## src/rtl/core/crp_pkg.sv

```systemverilog
package crp_pkg;

  // Store geometry.
  localparam int unsigned ImgMax    = 32;
  localparam int unsigned ImgAw     = $clog2(ImgMax);
  localparam int unsigned ImgDepth  = ImgMax * ImgMax;
  localparam int unsigned KernDepth = 49;
  localparam int unsigned OutDepth  = 64;

  localparam logic [5:0]  KernIdxEnd = 6'd49;
  localparam logic [2:0]  PoolMax    = 3'd4;
  localparam logic [5:0]  ImgSide    = 6'd32;
  localparam logic [6:0]  RunMax     = 7'd34;
  localparam logic [14:0] FeatSat    = 15'h7fff;

  // Reciprocal of nine, exact for sums below 2**20 after a shift of 22.
  localparam logic [18:0] Div9Mul    = 19'd466034;

  typedef enum logic [2:0] {
    REG_KERNEL_SIZE = 3'd0,
    REG_CONV_STRIDE = 3'd1,
    REG_PAD_ENABLE  = 3'd2,
    REG_POOL_MODE   = 3'd3,
    REG_POOL_SIZE   = 3'd4,
    REG_IMAGE_SIZE  = 3'd5
  } reg_idx_e;

  typedef enum logic [1:0] {
    OP_SKIP  = 2'd0,
    OP_LOAD  = 2'd1,
    OP_PIXEL = 2'd2
  } op_kind_e;

  typedef enum logic [2:0] {
    ENG_IDLE,
    ENG_ROWS,
    ENG_COLS,
    ENG_MAC,
    ENG_DRAIN,
    ENG_RELEASE
  } eng_state_e;

  typedef struct packed {
    op_kind_e           kind;
    logic [5:0]         idx;
    logic signed [15:0] value;
  } op_t;

  // Effective register values, already clamped to their legal ranges.
  typedef struct packed {
    logic [2:0] k;
    logic [2:0] st;
    logic       pad;
    logic       avg;
    logic [2:0] ps;
    logic [5:0] img;
  } cfg_t;

  typedef struct packed {
    logic [14:0] feature;
    logic [5:0]  row;
    logic [5:0]  col;
    logic        last_img;
  } feat_t;

  typedef struct packed {
    logic  push;
    feat_t data;
    logic  release_run;
  } oq_ctrl_t;

endpackage

```

## src/rtl/core/crp_stream_if.sv

```systemverilog


interface crp_out_if;
  logic        valid;
  logic        ready;
  logic [14:0] feature;
  logic [5:0]  out_row;
  logic [5:0]  out_col;
  logic        last_of_run;
  logic        last_of_image;

  modport source (output valid, feature, out_row, out_col, last_of_run, last_of_image,
                  input ready);
  modport sink (input valid, feature, out_row, out_col, last_of_run, last_of_image,
                output ready);
endinterface

```

## src/rtl/core/crp_out_fifo.sv

```systemverilog
module crp_out_fifo (
  input  logic              clk_i,
  input  logic              rst_ni,
  input  crp_pkg::oq_ctrl_t ctrl_i,
  output logic              pending_o,
  crp_out_if.source         feat_o
);
  import crp_pkg::*;

  localparam int unsigned Aw = $clog2(OutDepth);

  feat_t         mem [OutDepth];
  feat_t         rd_q;
  logic [Aw-1:0] head_q, head_d, tail_q;
  logic [Aw:0]   cnt_q;
  logic [5:0]    rel_q;
  logic          push_ok, pop;

  assign push_ok   = ctrl_i.push && (cnt_q != (Aw+1)'(OutDepth));
  assign pop       = feat_o.valid && feat_o.ready;
  assign head_d    = pop ? head_q + 1'b1 : head_q;
  assign pending_o = (rel_q != 6'd0);

  // Features become visible only once the whole run of an item is released.
  always_ff @(posedge clk_i or negedge rst_ni) begin
    if (!rst_ni) begin
      head_q <= '0;
      tail_q <= '0;
      cnt_q  <= '0;
      rel_q  <= 6'd0;
    end else begin
      head_q <= head_d;
      if (push_ok) tail_q <= tail_q + 1'b1;
      cnt_q <= cnt_q + (Aw+1)'(push_ok) - (Aw+1)'(pop);
      if (ctrl_i.release_run) begin
        rel_q <= (cnt_q > RunMax) ? RunMax[5:0] : cnt_q[5:0];
      end else if (pop) begin
        rel_q <= rel_q - 6'd1;
      end
    end
  end

  always_ff @(posedge clk_i) begin
    if (push_ok) mem[tail_q] <= ctrl_i.data;
    rd_q <= mem[head_d];
  end

  assign feat_o.valid         = (rel_q != 6'd0);
  assign feat_o.feature       = rd_q.feature;
  assign feat_o.out_row       = rd_q.row;
  assign feat_o.out_col       = rd_q.col;
  assign feat_o.last_of_image = rd_q.last_img;
  assign feat_o.last_of_run   = (rel_q == 6'd1);

endmodule

```

## src/flat_wrapper.sv

```systemverilog
// flat-port wrapper written by rule: the top's interface ports become plain ports
module crp_out_fifo_flat import crp_pkg::*;
  (clk_i, rst_ni, ctrl_i, pending_o, feat_o_valid, feat_o_feature, feat_o_out_row, feat_o_out_col, feat_o_last_of_run, feat_o_last_of_image, feat_o_ready);
  crp_out_if feat_o_i ();
  input  logic clk_i;
  input  logic rst_ni;
  input  crp_pkg::oq_ctrl_t ctrl_i;
  output logic pending_o;
  output wire logic [$bits(feat_o_i.valid)-1:0] feat_o_valid;
  output wire logic [$bits(feat_o_i.feature)-1:0] feat_o_feature;
  output wire logic [$bits(feat_o_i.out_row)-1:0] feat_o_out_row;
  output wire logic [$bits(feat_o_i.out_col)-1:0] feat_o_out_col;
  output wire logic [$bits(feat_o_i.last_of_run)-1:0] feat_o_last_of_run;
  output wire logic [$bits(feat_o_i.last_of_image)-1:0] feat_o_last_of_image;
  input wire logic [$bits(feat_o_i.ready)-1:0] feat_o_ready;
  assign feat_o_valid = feat_o_i.valid;
  assign feat_o_feature = feat_o_i.feature;
  assign feat_o_out_row = feat_o_i.out_row;
  assign feat_o_out_col = feat_o_i.out_col;
  assign feat_o_last_of_run = feat_o_i.last_of_run;
  assign feat_o_last_of_image = feat_o_i.last_of_image;
  assign feat_o_i.ready = feat_o_ready;
  crp_out_fifo u_core (.clk_i(clk_i), .rst_ni(rst_ni), .ctrl_i(ctrl_i), .pending_o(pending_o), .feat_o(feat_o_i));
endmodule
```

## config.mk

```make
export PLATFORM = sky130hd
export DESIGN_NAME = crp_out_fifo_flat
export DESIGN_NICKNAME = d
export VERILOG_FILES = /design/src/rtl/core/crp_pkg.sv /design/src/rtl/core/crp_stream_if.sv /design/src/rtl/core/crp_out_fifo.sv /design/src/flat_wrapper.sv
export SDC_FILE = /design/constraint.sdc
export NUM_CORES = 2
export LEC_CHECK = 0
export BUFFER_PORTS_ARGS = -buffer_cell sky130_fd_sc_hd__buf_2
export CAP_MARGIN = 10
export CORE_MARGIN = 5
export CORE_UTILIZATION = 45
export DETAILED_ROUTE_END_ITERATION = 8
export PLACE_DENSITY_LB_ADDON = 0.15
export SETUP_SLACK_MARGIN = 0.3
export SLEW_MARGIN = 20
export SYNTH_ARGS = -nofsm -noshare
export SYNTH_HDL_FRONTEND = slang
export SYNTH_SLANG_ARGS = --single-unit
```

## constraint.sdc

```tcl
create_clock -name clk_i -period 6.5 [get_ports clk_i]
set_input_delay 1.3 -clock clk_i [delete_from_list [all_inputs] [get_ports clk_i]]
set_output_delay 1.3 -clock clk_i [all_outputs]
set_load 0.03 [all_outputs]
```

==> qor.csv <==
metric;value;unit
status;complete, no violations;
ys async rst share;0.0136;
DR vias/cell;6.69;
initial antenna violation count;16;
Yosys reg bits;1845;
worst min path class;input port to async pin;
r2r setup slk;1.64;ns
crit path kind;register to register;
GR Layer Usage met3;0.0542;
final setup vio count;0;
RR Startpoint;u_core.rel_q[2];
yosys warns;0;
Area Growth Syn to Fin;12.7;%
Setup crit end;u_core.feat_o.feature[12];
starting density of the core;0.453;
Power Density;479;nW/µm²
layout cell share with drive strength beyond 1;0.140;
Syn Std Cell Area;80800;µm²
Die ar.;188000;µm²
post-synthesis compound-gate area fraction;0.126;
via count;52861;
GP Congestion;0.872;
Netlist cell types;72;
Initial DRC Count;7126;
Max Buffers Root-to-Sink;3;
# H-tree levels;4;
area leader, netlist;edfxtp_1;
Max FO, Critical Path;57;
Synth Instances;5422;
crit path cell chain;or4_1 > o21ai_4 > inv_8 > xnor2_4 > inv_2 > nand2_1 > o22a_1 > a32oi_1 > o2111ai_1 > a311o_1;
Tmin final;4.86;ns
core area;179000;µm²
Max stage delay cell, worst path;or4_1;
clock sinks;1845;
max_slew headroom;0.199;
First-pass DRT Iterations;6;
crit path from;u_core.rel_q[2];
Max Cap Viol;0;
most frequent cells in the layout;edfxtp_1 (1,792), mux2i_1 (637), o41ai_1 (432);
root buffer cell;clkbuf_16;
final net count;5428;
Required @ worst endpoint;7.22;ns
Setup TNS;0;ns
Crit path largest cell delay;0.82;ns
drt wl/cell;33.3;µm
crit end category;register;
P_leak;29.2;nW
Fin. Hold Viols;0;
combinational family with the most area after synthesis;compound AO/OA/AOI/OAI gates;
Post-CTS Hold Buffers;0;
peak supply drop;0.000584;V
CTS clock-pin slew for the worst setup and hold paths;0.06;ns
Post-Synth Simple-Gate Area;0.0518;
Die Height;434;µm
multiplexer share of the synthesized area;0.110;
Most Crowded Layer GR;met2;
synth top area cells;edfxtp_1 (67%), mux2i_1 (7.9%), o41ai_1 (4.7%), mux4_2 (3.0%), clkbuf_1 (2.0%);
worst-margin pin slew;1.20;ns
Rows;155;
Setup crit start kind;register;
grt total ovfl;0;
post-cts gate resize count;0;
GRT Total Usage;0.275;
Post-DP HPWL;146000;µm
Post-CTS Repair Setup Buffers;0;
largest net degree at the start of global routing;156;
first-pass GRT wire length;375000;µm
Arrival @ worst endpoint;5.59;ns
Final Cycle Share;0.748;
fin. max-slew vios;0;
Most used DFF post-synth;edfxtp_1;
cells on worst reg2reg path;10;
Syn Nets;5474;
met2 GRT Util;0.428;
XOR/XNOR Fraction of Synth Area;0.00204;
Highest Clock Rate;206;MHz
DRT Wirelength;263000;µm
I/O pin cnt;64;
# DRC;0;
Port Buffer Count;63;
EDFF count, synth;1792;
clock insertion delay at the later pin of the skew report;0.85;ns
Avg Inst Size Synth;14.9;µm²
sequential area share after synthesis;0.680;
Post-Synth Adder-Cell Area;0.00303;
leading cell type in the layout, fill and taps excluded;edfxtp_1;
vias in the first global route;50998;
Die Wd;434;µm
ANT nets after route;0;
WHS;0.495;ns
CTS tree;done;
RR Endpoint;u_core.feat_o.feature[12];
RSZ-0062 raised after global routing;no;
area share of the largest cell type after synthesis;0.666;
met1 usage;0.379;
Clock Skews;0.0553;ns
Num CTS Buffers;195;
logic make-up after synthesis:
| family | Yosys count |
|---|---|
| buffers and inverters | 558 |
| AO/OA/AOI/OAI | 1301 |
| AND/OR/NAND/NOR | 928 |
| XOR/XNOR | 18 |
| adder cells (fa/ha/maj) | 19 |
| flip-flops | 1845 |
| multiplexers | 753 |
area by class of cell:
type	count	area, µm²
Multi-Input combinational cell	3019	24300
Tap cell	2355	2950
Antenna cell	6	15.0
Clock buffer	259	5250
Clock inverter	100	878
Sequential cell	1845	55000
Timing Repair Buffer	288	2510
Fill cell	14793	87500
Inverter	27	121
layer usage:
metal / vias up / share of wire
met2: 2701 / 0.46
met4: 0 / 0.048
met5: - / 0
li1: 22391 / -
met1: 27271 / 0.40
met3: 498 / 0.091
worst min-delay path by stage:
stage / slack, ns / start / endpoint
final: 0.50 / rst_ni / u_core.cnt_q[2]
after floorplan: 0.45 / u_core.cnt_q[0] / u_core.rel_q[0]
after global routing: 0.51 / rst_ni / u_core.cnt_q[2]
after detailed placement: 0.47 / u_core.cnt_q[0] / u_core.rel_q[0]
after CTS: 0.46 / rst_ni / u_core.cnt_q[2]
after global placement: 0.48 / u_core.cnt_q[0] / u_core.rel_q[0]
Yosys cell counts (all sizes together) (3+ instances only):
| master | number |
|---|---|
| xnor2 | 12 |
| o221ai | 166 |
| nor2b | 5 |
| buf | 102 |
| nand3b | 4 |
| xor2 | 6 |
| nor4 | 6 |
| nand2 | 398 |
| clkbuf | 429 |
| a211oi | 12 |
| o211ai | 81 |
| o311ai | 28 |
| nand3 | 226 |
| o22ai | 116 |
| dfrtp | 25 |
| or3 | 4 |
| a32oi | 29 |
| nand4 | 57 |
| o31a | 27 |
| o41ai | 432 |
| a21oi | 150 |
| a221oi | 28 |
| nand2b | 3 |
| a31oi | 31 |
| a311o | 27 |
| a211o | 27 |
| and2 | 31 |
| edfxtp | 1792 |
| nor2 | 114 |
| o32ai | 4 |
| mux2 | 4 |
| dfxtp | 28 |
| ha | 18 |
| o21ai | 66 |
| nor3 | 68 |
| o21bai | 4 |
| mux2i | 640 |
| a311oi | 28 |
| and3 | 5 |
| inv | 25 |
| a2111oi | 3 |
| mux4 | 109 |
| a41oi | 26 |
worst max-delay path, delay by kind of cell (launching register included):
kind | cells | cell delay (ns)
XOR/XNOR | 1 | 0.20
flip-flops | 1 | 0.46
buffers and inverters | 2 | 0.51
AND/OR/NAND/NOR | 2 | 1.59
AO/OA/AOI/OAI | 5 | 1.96
sequential cells by signal, summed over array words and instances, names as in the netlist:
signal,flops
u_core.feat_o.out_row,6
u_core.feat_o.last_of_image,1
u_core.mem,1792
u_core.tail_q,6
u_core.feat_o.out_col,6
u_core.feat_o.feature,15
u_core.head_q,6
u_core.cnt_q,7
u_core.rel_q,6
per-stage QoR:
stage               cells  total power, W   util  area [µm²]  setup slack (ns)
finish               7899          0.0436  0.510       91100              1.64
global route         7894          0.0452  0.510       91100              1.54
CTS                  7892          0.0436  0.510       91000              1.68
detailed placement   7533          0.0329  0.475       84900              1.54
global placement     7528          0.0327  0.475       84800              1.57
floorplan            5422          0.0256      -       80800              2.28
power by group:
part / total [W] / internal, W / switching [W]
logic: 0.0187 / 0.00617 / 0.0126
registers: 0.0141 / 0.0137 / 0.000461
clock network: 0.0108 / 0.00608 / 0.00470
No activity file was read; power rests on OpenSTA's default activity.
