File: src/rtl/core/crp_pkg.sv
package crp_pkg;

  // Store geometry.
  localparam int unsigned ImgMax    = 32;
  localparam int unsigned ImgAw     = $clog2(ImgMax);
  localparam int unsigned ImgDepth  = ImgMax * ImgMax;
  localparam int unsigned KernDepth = 49;
  localparam int unsigned OutDepth  = 64;

  localparam logic [5:0]  KernIdxEnd = 6'd49;
  localparam logic [2:0]  PoolMax    = 3'd4;
  localparam logic [5:0]  ImgSide    = 6'd32;
  localparam logic [6:0]  RunMax     = 7'd34;
  localparam logic [14:0] FeatSat    = 15'h7fff;

  // Reciprocal of nine, exact for sums below 2**20 after a shift of 22.
  localparam logic [18:0] Div9Mul    = 19'd466034;

  typedef enum logic [2:0] {
    REG_KERNEL_SIZE = 3'd0,
    REG_CONV_STRIDE = 3'd1,
    REG_PAD_ENABLE  = 3'd2,
    REG_POOL_MODE   = 3'd3,
    REG_POOL_SIZE   = 3'd4,
    REG_IMAGE_SIZE  = 3'd5
  } reg_idx_e;

  typedef enum logic [1:0] {
    OP_SKIP  = 2'd0,
    OP_LOAD  = 2'd1,
    OP_PIXEL = 2'd2
  } op_kind_e;

  typedef enum logic [2:0] {
    ENG_IDLE,
    ENG_ROWS,
    ENG_COLS,
    ENG_MAC,
    ENG_DRAIN,
    ENG_RELEASE
  } eng_state_e;

  typedef struct packed {
    op_kind_e           kind;
    logic [5:0]         idx;
    logic signed [15:0] value;
  } op_t;

  // Effective register values, already clamped to their legal ranges.
  typedef struct packed {
    logic [2:0] k;
    logic [2:0] st;
    logic       pad;
    logic       avg;
    logic [2:0] ps;
    logic [5:0] img;
  } cfg_t;

  typedef struct packed {
    logic [14:0] feature;
    logic [5:0]  row;
    logic [5:0]  col;
    logic        last_img;
  } feat_t;

  typedef struct packed {
    logic  push;
    feat_t data;
    logic  release_run;
  } oq_ctrl_t;

endpackage

File: src/rtl/core/crp_stream_if.sv
interface crp_in_if;
  logic               valid;
  logic               ready;
  logic               command;
  logic [5:0]         kernel_index;
  logic signed [15:0] data_value;

  modport source (output valid, command, kernel_index, data_value, input ready);
  modport sink (input valid, command, kernel_index, data_value, output ready);
endinterface


File: src/rtl/core/crp_front.sv
module crp_front (
  input  logic          clk_i,
  input  logic          rst_ni,
  crp_in_if.sink        item_i,
  output crp_pkg::op_t  op_o,
  output logic          op_valid_o,
  input  logic          op_ready_i
);
  import crp_pkg::*;

  op_t        ent_q [2];
  logic       wp_q, rp_q;
  logic [1:0] cnt_q;
  logic       push, pop;
  op_t        op_new;

  // Loads beyond the kernel store are turned into no-ops here.
  always_comb begin
    op_new.idx   = item_i.kernel_index;
    op_new.value = item_i.data_value;
    if (item_i.command) begin
      op_new.kind = OP_PIXEL;
    end else if (item_i.kernel_index < KernIdxEnd) begin
      op_new.kind = OP_LOAD;
    end else begin
      op_new.kind = OP_SKIP;
    end
  end

  assign item_i.ready = (cnt_q != 2'd2);
  assign push         = item_i.valid && item_i.ready;
  assign op_valid_o   = (cnt_q != 2'd0);
  assign pop          = op_valid_o && op_ready_i;
  assign op_o         = ent_q[rp_q];

  always_ff @(posedge clk_i or negedge rst_ni) begin
    if (!rst_ni) begin
      wp_q  <= 1'b0;
      rp_q  <= 1'b0;
      cnt_q <= 2'd0;
    end else begin
      if (push) wp_q <= ~wp_q;
      if (pop) rp_q <= ~rp_q;
      cnt_q <= cnt_q + {1'b0, push} - {1'b0, pop};
    end
  end

  always_ff @(posedge clk_i) begin
    if (push) ent_q[wp_q] <= op_new;
  end

endmodule

File: src/flat_wrapper.sv
// flat-port wrapper written by rule: the top's interface ports become plain ports
module crp_front_flat import crp_pkg::*;
  (clk_i, rst_ni, op_o, op_valid_o, op_ready_i, item_i_valid, item_i_command, item_i_kernel_index, item_i_data_value, item_i_ready);
  crp_in_if item_i_i ();
  input  logic clk_i;
  input  logic rst_ni;
  output crp_pkg::op_t op_o;
  output logic op_valid_o;
  input  logic op_ready_i;
  input wire logic [$bits(item_i_i.valid)-1:0] item_i_valid;
  input wire logic [$bits(item_i_i.command)-1:0] item_i_command;
  input wire logic [$bits(item_i_i.kernel_index)-1:0] item_i_kernel_index;
  input wire logic [$bits(item_i_i.data_value)-1:0] item_i_data_value;
  output wire logic [$bits(item_i_i.ready)-1:0] item_i_ready;
  assign item_i_i.valid = item_i_valid;
  assign item_i_i.command = item_i_command;
  assign item_i_i.kernel_index = item_i_kernel_index;
  assign item_i_i.data_value = item_i_data_value;
  assign item_i_ready = item_i_i.ready;
  crp_front u_core (.clk_i(clk_i), .rst_ni(rst_ni), .item_i(item_i_i), .op_o(op_o), .op_valid_o(op_valid_o), .op_ready_i(op_ready_i));
endmodule
File: config.mk
export PLATFORM = sky130hd
export DESIGN_NAME = crp_front_flat
export DESIGN_NICKNAME = d
export VERILOG_FILES = /design/src/rtl/core/crp_pkg.sv /design/src/rtl/core/crp_stream_if.sv /design/src/rtl/core/crp_front.sv /design/src/flat_wrapper.sv
export SDC_FILE = /design/constraint.sdc
export NUM_CORES = 1
export LEC_CHECK = 0
export BUFFER_PORTS_ARGS = -buffer_cell sky130_fd_sc_hd__buf_4
export CAP_MARGIN = 20
export CORE_MARGIN = 1
export CORE_UTILIZATION = 45
export DETAILED_ROUTE_END_ITERATION = 8
export GPL_ROUTABILITY_DRIVEN = 1
export GPL_TIMING_DRIVEN = 0
export HOLD_SLACK_MARGIN = 0.15
export PLACE_DENSITY = 0.7
export SKIP_CTS_REPAIR_TIMING = 1
export SYNTH_ARGS = -nofsm -noshare
export SYNTH_HDL_FRONTEND = slang
export SYNTH_SLANG_ARGS = --single-unit
File: constraint.sdc
create_clock -name clk_i -period 2.87 [get_ports clk_i]
set_input_delay 0.7175 -clock clk_i [delete_from_list [all_inputs] [get_ports clk_i]]
set_output_delay 0.7175 -clock clk_i [all_outputs]
set_load 0.01 [all_outputs]
==> results.md <==
- Status: complete, no violations
- Synth area leader: sky130_fd_sc_hd__edfxtp_1
- Hold Worst Slack: just under 0.2 ns
- Global routing usage summed across all routing layers: between 15 and 20%
- Number of global-route vias before repair: 1,075
- Final max-slew violation count: 0
- Arr. time, crit path: approximately 1.6 ns
- Detail-routed net length per standard cell: 15.5 um
- Buffer type at the clock tree root: sky130_fd_sc_hd__clkbuf_8
- Number of inserted diodes: 0
- Cell family with most CP delay: buffers and inverters
- Post-detailed-routing wire length: around 3.2 mm
- Leading cell type by number of instances after synthesis: sky130_fd_sc_hd__edfxtp_1
- Slew of the pin with the lowest slew margin: 0.623 ns
- Post-Syn Area: 1950 um2
- Part of the Yosys area used for sequential elements: between 70 and 80%
- Portion of total power attributed to combinational logic: approximately 38%
- Worst Setup Path Type: reg2out
- Top area cells in the synthesized netlist: sky130_fd_sc_hd__edfxtp_1 74%, sky130_fd_sc_hd__mux2_2 14%, sky130_fd_sc_hd__dfrtp_1 5.1%
- Clock Latency Late Sink: ~0.30 ns
- Commonest cells post-synth: 48 x sky130_fd_sc_hd__edfxtp_1, 24 x sky130_fd_sc_hd__mux2_2, 4 x sky130_fd_sc_hd__dfrtp_1, 3 x sky130_fd_sc_hd__inv_1, 3 x sky130_fd_sc_hd__xnor2_1
- Max-cap violations: 0
- Ratio of cells with drive above 1 in the final layout: 57.0%
- Post-Synth XOR/XNOR Area: 1.80%
- Cell Pwr Density: around 950 nW/um2
- First-pass GRT wire length: 4.73 mm
- Proportion of total power due to net switching: between 20% and 30%
- Worst Reg2Reg Path Length in Cells: 7
- Standard-cell rows: 23
- Critical path startpoint category: flop
- Power share of the sequential group: between 40% and 50%
- Crit path setup slack, layout: between 0.5 and 0.6 ns
- Accumulated negative setup slack: 0 ns
- Rel. slew slack: roughly 60%
- Fraction of registers with async set or reset after synthesis: ~7.7%
- Final clock skew: just over 0.007 ns
- Share of synthesized cell area in and, or, nand and nor gates: around 2.1%
- Final count of hold timing violations: 0
- Peak fanout along the critical path: 10
- Number of buffers inserted by port buffering: 52
- Net count of the finished layout: 186
- Number of sinks handled by clock tree synthesis: 52
- Number of remaining DRC errors: 0
- RSZ-0062 raised after global routing: false
- DR pass1 iterations: 2
- Source of the worst register-to-register timing path: u_core.cnt_q[1]
- Full die area: 4590 um2
- Design internal power: approximately 1.7 mW
- Final-report setup violation count: 0
- Crit path max-delay cell type: sky130_fd_sc_hd__mux2_2
- Minimum setup slack among reg-to-reg paths: 1.05 ns
- Final standard cell area without fillers: approximately 2500 um2
- Mux contribution to synthesized area: between 10% and 20%
- Adder-cell area share of the yosys netlist: roughly 1.3%
- Pin count of the biggest net entering global routing: 25
- Via Count: between 1,000 and 1,500
- Floorplan die width: roughly 68 um
- Tot Pwr: around 2.4 mW
- Top-Level Pins: between 50 and 60
- Post-DP Area: approximately 2400 um2
- GR Overflow Total: 0
- Total clock buffers created by CTS: 5
- H-tree depth reported by CTS: 2
- Number of filler cells placed in the layout: between 300 and 400
- Sort of element at the end of the critical path: primary output
- Worst flop-to-flop path endpoint: u_core.cnt_q[1]
- Clock network power share: 16.5%
- Final antenna-violating net count: 0
- Period utilization: between 80% and 90%
- Count of distinct cell types in the synthesized netlist: 17
- RD Place Congestion: slightly below 0.7
- Fraction of the mapped netlist area in compound gates: 0.321%
- Portion of synthesized cell area occupied by the leading cell type: around three quarters
- Critical path, cell by cell: buf_2, buf_2, mux2_2, buf_4
- Initial antenna violation count: 0
- Leakage: 0.973 nW
- Flop and latch count out of synthesis: 52
- Synth warn: 0
- Minimum clock period: around 2.3 ns
- Clock-pin slew reported for the worst setup and hold paths after clock tree synthesis: approximately 0.080 ns
- Main combinational cell family by area after synthesis: multiplexers
- Core Box Area: between 4000 and 5000 um2
- Largest buffer count on any clock path: 2
- Mapped Avg Cell Area: 20.3 um2
- Highest clock frequency the design can meet: roughly 430 MHz
- TritonCTS clock tree: yes
- Number of DRC markers in iteration 0: 53
- Setup Slack @ Placement: between 0.7 and 0.8 ns
- Most used flip-flop cell after synthesis: sky130_fd_sc_hd__edfxtp_1
- Worst path bufs/invs: 3
- Area Growth Syn to Fin: 30.1%
- Via density: 5.01
- Post-synthesis instance total: 96
- Most common cell on crit path: sky130_fd_sc_hd__buf_2
- Data required time at the worst endpoint: 2.15 ns
- Final HPWL from detailed placement: approximately 2.3 mm
- Number of nets in the synthesized netlist: approximately 130
- Sw power: around 700 uW
- Peak supply drop: ~0.00066 V
- Min-delay worst type: in2async
- Die outline height: 67.8 um
- Initial cell density of the core: 47.6%
- Logic depth of the worst setup path including buffers: 4
- Delay of the slowest critical-path stage: 0.38 ns
- Count of flip-flops with a built-in enable after synthesis: 48
==> placed cells by master (no fill, tap or decap), types with 2 or more instances in the layout <==
| cell | instances |
|---|---|
| sky130_fd_sc_hd__inv_1 | 3 |
| sky130_fd_sc_hd__buf_2 | 2 |
| sky130_fd_sc_hd__edfxtp_1 | 48 |
| sky130_fd_sc_hd__dfrtp_1 | 4 |
| sky130_fd_sc_hd__buf_4 | 53 |
| sky130_fd_sc_hd__ha_1 | 2 |
| sky130_fd_sc_hd__mux2_2 | 24 |
| sky130_fd_sc_hd__xnor2_1 | 3 |
| sky130_fd_sc_hd__clkbuf_8 | 5 |
==> worst max-delay path by stage <==
stage / startpoint / to / slack, ns
floorplan: item_i_valid / u_core.ent_q[0][0] / 0.63
global placement: item_i_valid / u_core.ent_q[0][7] / 0.03
detailed placement: item_i_valid / u_core.ent_q[1][10] / 0.72
CTS: u_core.rp_q / op_o[2] / 0.52
global route: u_core.rp_q / op_o[2] / 0.46
finish: u_core.rp_q / op_o[2] / 0.55
==> power groups by stage <==
stage               registers, mW  logic, mW  clock network, mW
finish                       1.09      0.912              0.398
global route                 1.11      0.988              0.442
CTS                          1.10      0.918              0.413
detailed placement           1.11      0.915                  0
global placement             1.10      0.848                  0
floorplan                    1.09      0.510                  0
==> worst register-to-register path, cell delays in order, from the launching register on <==
cell and delay (ns):
sky130_fd_sc_hd__dfrtp_1 0.42, sky130_fd_sc_hd__or2_2 0.30, sky130_fd_sc_hd__and2_1 0.19, sky130_fd_sc_hd__ha_1 0.28, sky130_fd_sc_hd__inv_1 0.04, sky130_fd_sc_hd__ha_1 0.18, sky130_fd_sc_hd__xnor2_1 0.19, sky130_fd_sc_hd__xnor2_1 0.14
==> kinds of logic after synthesis <==
family                     count (synthesis)
and+or+nand+nor                            7
xor gates and xnor gates                   4
AOI/OAI and AO/OA                          1
DFF                                       52
adders and majority gates                  2
buffers and inverters                      6
muxes                                     24
==> layer usage <==
| metal | up-vias | wire, um | track usage, % |
|---|---|---|---|
| met4 | 0 | 38 | 5.47 |
| li1 | 485 | - | - |
| met2 | 41 | 1690 | 27.6 |
| met3 | 6 | 218 | 5.74 |
| met5 | - | 0 | 0 |
| met1 | 511 | 1270 | 15.7 |
==> stage by stage <==
stage	instances	util (%)
after CTS	207	61.6
after detailed placement	199	59.5
after global placement	198	58.7
final	208	62.0
after global routing	208	62.0
after floorplan	96	-
==> area by class of cell <==
class,count,area [um2],share of cell area [%]
tap,50,62.6,2.47
clock inverter,2,16.3,0.642
buffer,3,17.5,0.691
inverter,3,11.3,0.444
timing repair buffer,54,433,17.1
clock buffer,6,72.6,2.86
multi-input combinational,38,379,15.0
sequential,52,1540,60.8
==> sequential cells by signal (all words and copies together), names as in the netlist <==
signal        count
u_core.cnt_q      2
u_core.ent_q     48
u_core.rp_q       1
u_core.wp_q       1
Note: power is estimated with default switching activity, not from simulation.
